<file path="config.mk">
export PLATFORM = sky130hd
export DESIGN_NAME = heater_safety_monitor_core
export DESIGN_NICKNAME = d
export VERILOG_FILES = /design/src/rtl/hsm_pkg.sv /design/src/rtl/heater_safety_monitor_core.sv
export SDC_FILE = /design/constraint.sdc
export NUM_CORES = 2
export LEC_CHECK = 0
export ABC_AREA = 1
export CELL_PAD_IN_SITES_DETAIL_PLACEMENT = 1
export CELL_PAD_IN_SITES_GLOBAL_PLACEMENT = 2
export CORE_MARGIN = 3
export CORE_UTILIZATION = 37
export CTS_BUF_LIST = sky130_fd_sc_hd__clkbuf_2
export DETAILED_ROUTE_END_ITERATION = 10
export DONT_BUFFER_PORTS = 1
export PLACE_DENSITY_LB_ADDON = 0.12
export SLEW_MARGIN = 20
export SYNTH_ARGS = -nofsm -noshare
export SYNTH_HDL_FRONTEND = slang
export SYNTH_SLANG_ARGS = --single-unit
export TNS_END_PERCENT = 5
</file>
<file path="constraint.sdc">
create_clock -name clk -period 8.9 [get_ports clk]
set_clock_uncertainty 0.15 [all_clocks]
set_input_delay 2.67 -clock clk [delete_from_list [all_inputs] [get_ports clk]]
set_output_delay 2.67 -clock clk [all_outputs]
set_load 0.03 [all_outputs]
</file>
<file path="src/rtl/hsm_pkg.sv">
`timescale 1ns / 1ps
`default_nettype none
package hsm_pkg;

  localparam int TEMP_BITS = 16;
  // rate numerator: temperature difference times 16000
  localparam int NUM_W = TEMP_BITS + 15;
  localparam int DIV_W = (NUM_W > 32) ? NUM_W : 32;
  localparam int DEN_W = 17;
  localparam int CNT_W = $clog2(DIV_W);

  localparam logic [2:0] CFG_BAD_READ_LIMIT  = 3'd0;
  localparam logic [2:0] CFG_MAX_TEMPERATURE = 3'd1;
  localparam logic [2:0] CFG_MAX_RISE_RATE   = 3'd2;
  localparam logic [2:0] CFG_RUNAWAY_HOLD_MS = 3'd3;
  localparam logic [2:0] CFG_DUTY_OFF_LEVEL  = 3'd4;
  localparam logic [2:0] CFG_OFF_RISE_LIMIT  = 3'd5;

  localparam logic [2:0] FAULT_NONE     = 3'd0;
  localparam logic [2:0] FAULT_SENSOR   = 3'd1;
  localparam logic [2:0] FAULT_OVERTEMP = 3'd2;
  localparam logic [2:0] FAULT_RUNAWAY  = 3'd3;
  localparam logic [2:0] FAULT_OFF_RISE = 3'd4;

  localparam logic [7:0]  RST_BAD_READ_LIMIT  = 8'd3;
  localparam logic [15:0] RST_MAX_TEMPERATURE = 16'd4160;
  localparam logic [30:0] RST_MAX_RISE_RATE   = 31'd768;
  localparam logic [31:0] RST_RUNAWAY_HOLD_MS = 32'd10000;
  localparam logic [15:0] RST_DUTY_OFF_LEVEL  = 16'd655;
  localparam logic [14:0] RST_OFF_RISE_LIMIT  = 15'd80;

  typedef struct packed {
    logic                        mode;
    logic                        sensor_valid;
    logic signed [TEMP_BITS-1:0] temperature;
    logic [15:0]                 heater_duty;
    logic [15:0]                 interval_ms;
  } hsm_in_t;

  typedef struct packed {
    logic       heater_allowed;
    logic [2:0] fault_code;
  } hsm_out_t;

  typedef enum logic [2:0] {
    ST_IDLE,
    ST_DIV_RATE,
    ST_DIV_COEF,
    ST_MULT,
    ST_ACCUM,
    ST_FINISH
  } hsm_state_t;

endpackage
`default_nettype wire

</file>
<file path="src/rtl/heater_safety_monitor_core.sv">
`timescale 1ns / 1ps
`default_nettype none
// Latching heater safety monitor. Each input transfer carries one sample (or a clear
// command when mode is 1) and yields exactly one output transfer with heater_allowed and
// the latched fault code. A sample that updates the rise-rate filter runs two radix-2
// divisions of 32 steps each on one shared divider (rate and filter coefficient), then the
// multiply, accumulate and finish states. Clears, bad reads, over-temperature,
// latched samples and the first good sample after a gap skip straight to the finish state.
// in_stall stays high while a sample is in work; a finished result sits in the output
// register, so the next sample is taken even while out_stall holds the last one.
// Configuration writes are applied at once and should only be issued while the block
// is idle.
module heater_safety_monitor_core
  import hsm_pkg::*;
(
  input  wire logic        clk,
  input  wire logic        rst,
  input  wire logic        in_valid,
  output logic             in_stall,
  input  wire hsm_in_t     in_data,
  output logic             out_valid,
  input  wire logic        out_stall,
  output hsm_out_t         out_data,
  input  wire logic        cfg_write,
  input  wire logic [2:0]  cfg_index,
  input  wire logic [31:0] cfg_data
);

  // configuration registers
  logic [7:0]  bad_read_limit;
  logic [15:0] max_temperature;
  logic [30:0] max_rise_rate;
  logic [31:0] runaway_hold_ms;
  logic [15:0] duty_off_level;
  logic [14:0] off_rise_limit;

  // monitor state
  logic [2:0]                  latched_fault;
  logic [7:0]                  bad_read_count;
  logic signed [TEMP_BITS-1:0] previous_temp;
  logic                        previous_valid;
  logic signed [31:0]          filtered_rate;
  logic [31:0]                 runaway_elapsed;
  logic                        off_window_active;
  logic signed [TEMP_BITS-1:0] off_window_temp;

  // sequencer and datapath registers
  hsm_state_t         state;
  hsm_state_t         state_next;
  hsm_in_t            item;
  logic [DIV_W-1:0]   dq;
  logic [DEN_W-1:0]   drem;
  logic [DEN_W-1:0]   dden;
  logic [CNT_W-1:0]   cnt;
  logic               rate_neg;
  logic signed [31:0] inst_rate;
  logic [16:0]        coef;
  logic signed [50:0] prod;

  logic in_fire;
  logic fin_fire;
  logic div_last;

  assign in_stall = (state != ST_IDLE);
  assign in_fire  = in_valid && !in_stall;
  assign fin_fire = (state == ST_FINISH) && (!out_valid || !out_stall);
  assign div_last = (cnt == CNT_W'(DIV_W - 1));

  // ------------------------------------------------------------------
  // decisions at the input transfer
  // ------------------------------------------------------------------
  logic                      in_over_temp;
  logic                      use_filter;
  logic signed [TEMP_BITS:0] temp_diff;
  logic signed [NUM_W-1:0]   rate_num;
  logic [NUM_W-1:0]          rate_mag;
  logic [DEN_W-1:0]          rate_den;

  always_comb begin
    in_over_temp = (in_data.temperature > $signed(max_temperature));
    use_filter = !in_data.mode && (latched_fault == FAULT_NONE) && in_data.sensor_valid
                 && !in_over_temp && previous_valid;
    temp_diff = $signed({in_data.temperature[TEMP_BITS-1], in_data.temperature})
                - $signed({previous_temp[TEMP_BITS-1], previous_temp});
    // widen both operands so the product keeps all its bits
    rate_num = $signed(NUM_W'(temp_diff)) * $signed(NUM_W'(16000));
    rate_mag = rate_num[NUM_W-1] ? NUM_W'(-rate_num) : NUM_W'(rate_num);
    rate_den = (in_data.interval_ms == 16'd0) ? DEN_W'(1000) : DEN_W'(in_data.interval_ms);
  end

  // ------------------------------------------------------------------
  // shared restoring divider step, one quotient bit per cycle
  // ------------------------------------------------------------------
  logic [DEN_W:0]   div_shift;
  logic [DEN_W:0]   div_trial;
  logic             div_ge;
  logic [DEN_W-1:0] drem_next;
  logic [DIV_W-1:0] dq_next;

  always_comb begin
    div_shift = {drem, dq[DIV_W-1]};
    div_trial = div_shift - {1'b0, dden};
    div_ge    = !div_trial[DEN_W];
    drem_next = div_ge ? div_trial[DEN_W-1:0] : div_shift[DEN_W-1:0];
    dq_next   = {dq[DIV_W-2:0], div_ge};
  end

  // signed, saturated rate from the final quotient
  logic signed [31:0] inst_sat;

  always_comb begin
    if (!rate_neg) begin
      inst_sat = (dq_next > DIV_W'(32'h7fff_ffff)) ? 32'sh7fff_ffff
                                                   : $signed(dq_next[31:0]);
    end else begin
      inst_sat = (dq_next > DIV_W'(33'h0_8000_0000)) ? 32'sh8000_0000
                                                     : $signed(-dq_next[31:0]);
    end
  end

  // ------------------------------------------------------------------
  // filter multiply and accumulate
  // ------------------------------------------------------------------
  logic signed [32:0] rate_diff;
  logic signed [35:0] acc_sum;
  logic signed [31:0] acc_sat;

  always_comb begin
    rate_diff = $signed({inst_rate[31], inst_rate}) - $signed({filtered_rate[31], filtered_rate});
    // arithmetic shift right by 16 floors toward minus infinity
    acc_sum = $signed({prod[50], prod[50:16]}) + $signed({{4{filtered_rate[31]}}, filtered_rate});
    if (acc_sum > 36'sh0_7fff_ffff) begin
      acc_sat = 32'sh7fff_ffff;
    end else if (acc_sum < -36'sh0_8000_0000) begin
      acc_sat = 32'sh8000_0000;
    end else begin
      acc_sat = acc_sum[31:0];
    end
  end

  // ------------------------------------------------------------------
  // finish: fault decisions and state update for the held item
  // ------------------------------------------------------------------
  logic [2:0]                  fault_next;
  logic [7:0]                  bad_count_next;
  logic                        prev_valid_next;
  logic signed [TEMP_BITS-1:0] prev_temp_next;
  logic [31:0]                 elapsed_next;
  logic                        window_active_next;
  logic signed [TEMP_BITS-1:0] window_temp_next;
  logic                        clear_all;
  logic [32:0]                 elapsed_sum;
  logic [31:0]                 elapsed_sat;
  logic signed [TEMP_BITS:0]   window_rise;

  always_comb begin
    fault_next         = latched_fault;
    bad_count_next     = bad_read_count;
    prev_valid_next    = previous_valid;
    prev_temp_next     = previous_temp;
    elapsed_next       = runaway_elapsed;
    window_active_next = off_window_active;
    window_temp_next   = off_window_temp;
    clear_all          = item.mode;
    elapsed_sum = {1'b0, runaway_elapsed} + 33'(item.interval_ms);
    elapsed_sat = elapsed_sum[32] ? 32'hffff_ffff : elapsed_sum[31:0];
    window_rise = $signed({item.temperature[TEMP_BITS-1], item.temperature})
                  - $signed({off_window_temp[TEMP_BITS-1], off_window_temp});
    if (item.mode) begin
      fault_next = FAULT_NONE;
    end else if (latched_fault != FAULT_NONE) begin
      fault_next = latched_fault;
    end else if (!item.sensor_valid) begin
      if (bad_read_count != 8'hff) begin
        bad_count_next = bad_read_count + 8'd1;
      end
      prev_valid_next    = 1'b0;
      window_active_next = 1'b0;
      if (bad_count_next >= bad_read_limit) begin
        fault_next = FAULT_SENSOR;
      end
    end else begin
      bad_count_next = 8'd0;
      if (item.temperature > $signed(max_temperature)) begin
        fault_next = FAULT_OVERTEMP;
      end else begin
        prev_temp_next  = item.temperature;
        prev_valid_next = 1'b1;
        if (filtered_rate > $signed({1'b0, max_rise_rate})) begin
          elapsed_next = elapsed_sat;
        end else begin
          elapsed_next = 32'd0;
        end
        if ((filtered_rate > $signed({1'b0, max_rise_rate}))
            && (elapsed_sat >= runaway_hold_ms)) begin
          fault_next = FAULT_RUNAWAY;
        end else if (item.heater_duty <= duty_off_level) begin
          if (!off_window_active) begin
            window_active_next = 1'b1;
            window_temp_next   = item.temperature;
          end else if (window_rise > $signed({1'b0, off_rise_limit})) begin
            fault_next = FAULT_OFF_RISE;
          end
        end else begin
          window_active_next = 1'b0;
        end
      end
    end
  end

  // ------------------------------------------------------------------
  // sequencer
  // ------------------------------------------------------------------
  always_ff @(posedge clk) begin
    if (rst) begin
      state <= ST_IDLE;
    end else begin
      state <= state_next;
    end
  end

  always_comb begin
    state_next = state;
    case (state)
      ST_IDLE: begin
        if (in_fire) begin
          state_next = use_filter ? ST_DIV_RATE : ST_FINISH;
        end
      end
      ST_DIV_RATE: begin
        if (div_last) begin
          state_next = ST_DIV_COEF;
        end
      end
      ST_DIV_COEF: begin
        if (div_last) begin
          state_next = ST_MULT;
        end
      end
      ST_MULT:   state_next = ST_ACCUM;
      ST_ACCUM:  state_next = ST_FINISH;
      ST_FINISH: begin
        if (fin_fire) begin
          state_next = ST_IDLE;
        end
      end
      default:   state_next = ST_IDLE;
    endcase
  end

  // ------------------------------------------------------------------
  // datapath
  // ------------------------------------------------------------------
  always_ff @(posedge clk) begin
    if (in_fire) begin
      item     <= in_data;
      dq       <= DIV_W'(rate_mag);
      dden     <= rate_den;
      drem     <= '0;
      cnt      <= '0;
      rate_neg <= rate_num[NUM_W-1];
    end else if ((state == ST_DIV_RATE) && div_last) begin
      // load the coefficient division dt * 65536 / (dt + 1000)
      inst_rate <= inst_sat;
      dq        <= DIV_W'({item.interval_ms, 16'h0000});
      dden      <= DEN_W'(item.interval_ms) + DEN_W'(1000);
      drem      <= '0;
      cnt       <= '0;
    end else if ((state == ST_DIV_RATE) || (state == ST_DIV_COEF)) begin
      dq   <= dq_next;
      drem <= drem_next;
      cnt  <= cnt + CNT_W'(1);
    end
    if ((state == ST_DIV_COEF) && div_last) begin
      coef <= (item.interval_ms == 16'd0) ? 17'h10000 : dq_next[16:0];
    end
    if (state == ST_MULT) begin
      prod <= rate_diff * $signed({1'b0, coef});
    end
  end

  // monitor state and configuration
  always_ff @(posedge clk) begin
    if (rst) begin
      bad_read_limit    <= RST_BAD_READ_LIMIT;
      max_temperature   <= RST_MAX_TEMPERATURE;
      max_rise_rate     <= RST_MAX_RISE_RATE;
      runaway_hold_ms   <= RST_RUNAWAY_HOLD_MS;
      duty_off_level    <= RST_DUTY_OFF_LEVEL;
      off_rise_limit    <= RST_OFF_RISE_LIMIT;
      latched_fault     <= FAULT_NONE;
      bad_read_count    <= 8'd0;
      previous_temp     <= '0;
      previous_valid    <= 1'b0;
      filtered_rate     <= 32'sd0;
      runaway_elapsed   <= 32'd0;
      off_window_active <= 1'b0;
      off_window_temp   <= '0;
      out_valid         <= 1'b0;
      out_data          <= '0;
    end else begin
      if (cfg_write) begin
        case (cfg_index)
          CFG_BAD_READ_LIMIT:  bad_read_limit  <= cfg_data[7:0];
          CFG_MAX_TEMPERATURE: max_temperature <= cfg_data[15:0];
          CFG_MAX_RISE_RATE:   max_rise_rate   <= cfg_data[30:0];
          CFG_RUNAWAY_HOLD_MS: runaway_hold_ms <= cfg_data;
          CFG_DUTY_OFF_LEVEL:  duty_off_level  <= cfg_data[15:0];
          CFG_OFF_RISE_LIMIT:  off_rise_limit  <= cfg_data[14:0];
          default: ;
        endcase
      end
      if (state == ST_ACCUM) begin
        filtered_rate <= acc_sat;
      end
      if (fin_fire) begin
        if (clear_all) begin
          latched_fault     <= FAULT_NONE;
          bad_read_count    <= 8'd0;
          previous_temp     <= '0;
          previous_valid    <= 1'b0;
          filtered_rate     <= 32'sd0;
          runaway_elapsed   <= 32'd0;
          off_window_active <= 1'b0;
          off_window_temp   <= '0;
        end else begin
          latched_fault     <= fault_next;
          bad_read_count    <= bad_count_next;
          previous_temp     <= prev_temp_next;
          previous_valid    <= prev_valid_next;
          runaway_elapsed   <= elapsed_next;
          off_window_active <= window_active_next;
          off_window_temp   <= window_temp_next;
        end
        out_valid               <= 1'b1;
        out_data.heater_allowed <= (fault_next == FAULT_NONE);
        out_data.fault_code     <= fault_next;
      end else if (out_valid && !out_stall) begin
        out_valid <= 1'b0;
      end
    end
  end

  // ------------------------------------------------------------------
  // assertions
  // ------------------------------------------------------------------
  // fault codes stay within the defined set
  a_code_range: assert property (@(posedge clk) disable iff (rst)
    out_valid |-> (out_data.fault_code <= FAULT_OFF_RISE))
    else $error("fault code out of range");

  // heater permission agrees with the reported code
  a_allowed: assert property (@(posedge clk) disable iff (rst)
    out_valid |-> (out_data.heater_allowed == (out_data.fault_code == FAULT_NONE)))
    else $error("heater_allowed disagrees with fault code");

  // a sample against a latched fault never runs the divider
  a_latched_skip: assert property (@(posedge clk) disable iff (rst)
    (in_fire && !in_data.mode && (latched_fault != FAULT_NONE)) |=> (state == ST_FINISH))
    else $error("latched sample entered the filter path");

  // the filter only moves in the accumulate cycle or on a clear
  a_filter_hold: assert property (@(posedge clk) disable iff (rst)
    ((state != ST_ACCUM) && !(fin_fire && clear_all)) |=> $stable(filtered_rate))
    else $error("filtered rate changed outside accumulate");

endmodule
`default_nettype wire

</file>
==> flow_summary.toml <==
[die]
die_y_um = 378
die_width_um = 378
io_pins = 96
core_um2 = 138000
die_area_um2 = 143000
rows = 136
start_util_pct = 37.3

[critical_path]
slowest_stage = "fa_1"
critPathKind = "reg -> reg"
r2r_slack_ps = 280
rr_startpoint = "inst_rate[0]$_DFFE_PP_"
worstPathRequired_ps = 9860
cp_slowest_stage_delay_ps = 560
cp.buffers_inverters = 10
cp-start-kind = "flip-flop"
crit_start = "inst_rate[0]$_DFFE_PP_"
arrival_ps = 9580
endpoint_kind = "flip-flop"
cp_common_cell = "fa_1"
reg2reg_depth = 37
crit_family = "adder cells"
cp_max_fo = 6
rr_endpoint = "prod[46]$_DFFE_PN_"

[layout]
area.growth.synth_to_final_pct = 10.7
postLayoutCoreUtil_pct = 41.3
nNetsFinal = 7997
multiInputGateArea_um2 = 34700
regArea_um2 = 10600
drive_gt1_share_pct = 10.7
fill_cells = 17100

[yosys]
async_reset_ff_share_pct = 0
synth_area_um2 = 51300
synth_nets = 7711
ys_ff_latch = 438
ys.flop_type = "dfxtp_1"
ys_seq_area_share_pct = 20.7
syn_avg_cell_area_um2 = 7.81
synthCells = 6569
synth_cell_types = 69
synth_warnings = 0
synth-edff-count = 183

[clock_tree]
htreeDepth = 4
cts-root-buf = "clkbuf_2"
cts_made_buffers = 134
cts_tree = "built"
path_clk_slew_ps = 100
cts_sinks = 438
clockBufferDepth = 3
cts_hold_buf = 0
clk_latency_ps = 1430

[global_route]
grt_pass1_vias = 47900
grt_util_all_layers_pct = 26.5
grt_pass1_wl_mm = 288
overflow = 0
grt_max_degree = 77
antenna_found_initial = 12

[timing]
setup_violations = 0
max_slew_margin_pct = 20.9
period_share_pct = 96.9
finalMaxSlewViolations = 0
period_needed_ps = 8620
finalHoldViolations = 0
tightestPinTransition_ps = 1190
rsz0062_at_grt = "true"
timing.setup.tns_ps = 0
fmax_mhz = 116

[run]
cap_viol_max_count = 0

[route]
totalWireLength_mm = 186
drtAntennaViolNets = 0
dr.pass1.iters = 5
wl_per_cell_um = 21.3
first_iter_violations = 2147
drc = 0
vias = 44400
vias_per_cell = 5.06

[place]
io_buffer_count = 0
dp_hpwl_mm = 154
place_congestion = 0.879

[run_status]
status = "complete, no violations"

[worst_hold_path]
holdPathStages = 2
worstHoldStart = "previous_temp[8]$_SDFFE_PP0P_"
worst_hold_path.endpoint = "previous_temp[8]$_SDFFE_PP0P_"
min_path_type = "reg -> reg"
## worst max path at each step
stage,end,cells after the start
floorplan,dq[17]$_DFFE_PP_,34
global placement,dq[12]$_DFFE_PP_,35
detailed placement,dq[9]$_DFFE_PP_,35
CTS,prod[48]$_DFFE_PN_,37
global route,prod[48]$_DFFE_PN_,36
finish,prod[46]$_DFFE_PN_,37
## registers in the layout (all words and copies together), names as in the netlist, 31 cells and up
name and flops:
runaway_elapsed 32, filtered_rate 32, inst_rate 32, prod 35, max_rise_rate 31, runaway_hold_ms 32
dq 32, item 49
## what timing repair did
item / CTS / global route
setup buffers: 0 / 0
resized for setup: 0 / 44
endpoints found under the setup margin: 0 / 23
hold endpoints to repair: 0 / 0
## through the flow
step                      setup slack [ps]  instance area [µm²]  instances  hold slack [ps]
after floorplan                       98.6                51300       6569              283
after global placement                -320                55300       8512              297
after detailed placement              -422                55300       8512              301
after CTS                             52.1                56600       8753              312
after global routing                  -122                56800       8758              310
final                                  280                56800       8764              312
## layout make-up
type	instances	area share, %
flip-flops and latches	438	18.7
diodes	10	0.0440
clock buffers	190	1.67
clock inverters	51	0.610
well taps	1794	3.95
multi-input cells	4520	61.1
inverters	1428	9.44
repair buffers	333	4.48
## worst register-to-register path: cells and delay by family, from the launching register on
kind	cells	cell delay, ps
fa+ha+maj	9	4100
flops	1	480
xor+xnor	1	80
compound gates	9	1510
buf+inv	10	1040
simple gates	8	1040
## synthesized netlist by cell type, drive strengths merged, types with 21 or more instances
master | count | area [µm²]
nor2 | 639 | 2460
buf | 39 | 260
clkbuf | 144 | 541
inv | 1421 | 5330
o21bai | 21 | 158
nand2 | 1070 | 4080
a31oi | 28 | 175
edfxtp | 183 | 5500
nor3 | 77 | 420
ha | 451 | 5640
nand3 | 231 | 1190
or2 | 61 | 382
fa | 601 | 12000
xnor2 | 65 | 577
a21oi | 516 | 2610
nand4 | 33 | 213
dfxtp | 255 | 5100
o211ai | 26 | 215
o21ai | 436 | 2230
xor2 | 115 | 1020
## layer usage
layer / track usage (%) / part of all wire [%]
met5: 0 / 0
met4: 7.03 / 2.6
met3: 3.15 / 3.9
met2: 45.4 / 48
met1: 35.3 / 45
## placed cells by master (no fill, tap or decap), types with 9 or more instances in the layout
master and n:
o21ai_0 396, inv_2 27, nand4_1 32, nor3_2 11
clkinv_1 37, clkbuf_2 190, o21a_1 20, a31oi_1 27
fa_1 596, o21bai_1 21, buf_4 328, inv_1 1397
nand2_1 1043, nand2_2 23, or2_2 53, xor2_1 113
o221ai_1 13, a22oi_1 13, ha_1 446, a21o_1 18
nor4_1 17, o211ai_1 22, xnor2_1 64, a21oi_1 505
nor2_2 14, o31ai_1 9, dfxtp_1 255, diode_2 10
nand3_1 225, o21ai_1 25, nor3_1 66, nor2_1 619
edfxtp_1 183, o21ai_2 14, a21oi_2 10
## cell families (layout without fill, tap and decap cells)
family,after synthesis,in the layout,share of synthesized area [%]
simple gates,2144,2144,17.5
xor+xnor,180,180,3.12
other cells,0,10,0
flops,438,438,20.7
compound gates,1144,1144,12.3
fa+ha+maj,1052,1052,34.4
buf+inv,1611,2002,12.0
Power is not shown: default switching activity piles up to over one toggle a cycle in this logic, so the estimate is an artifact.
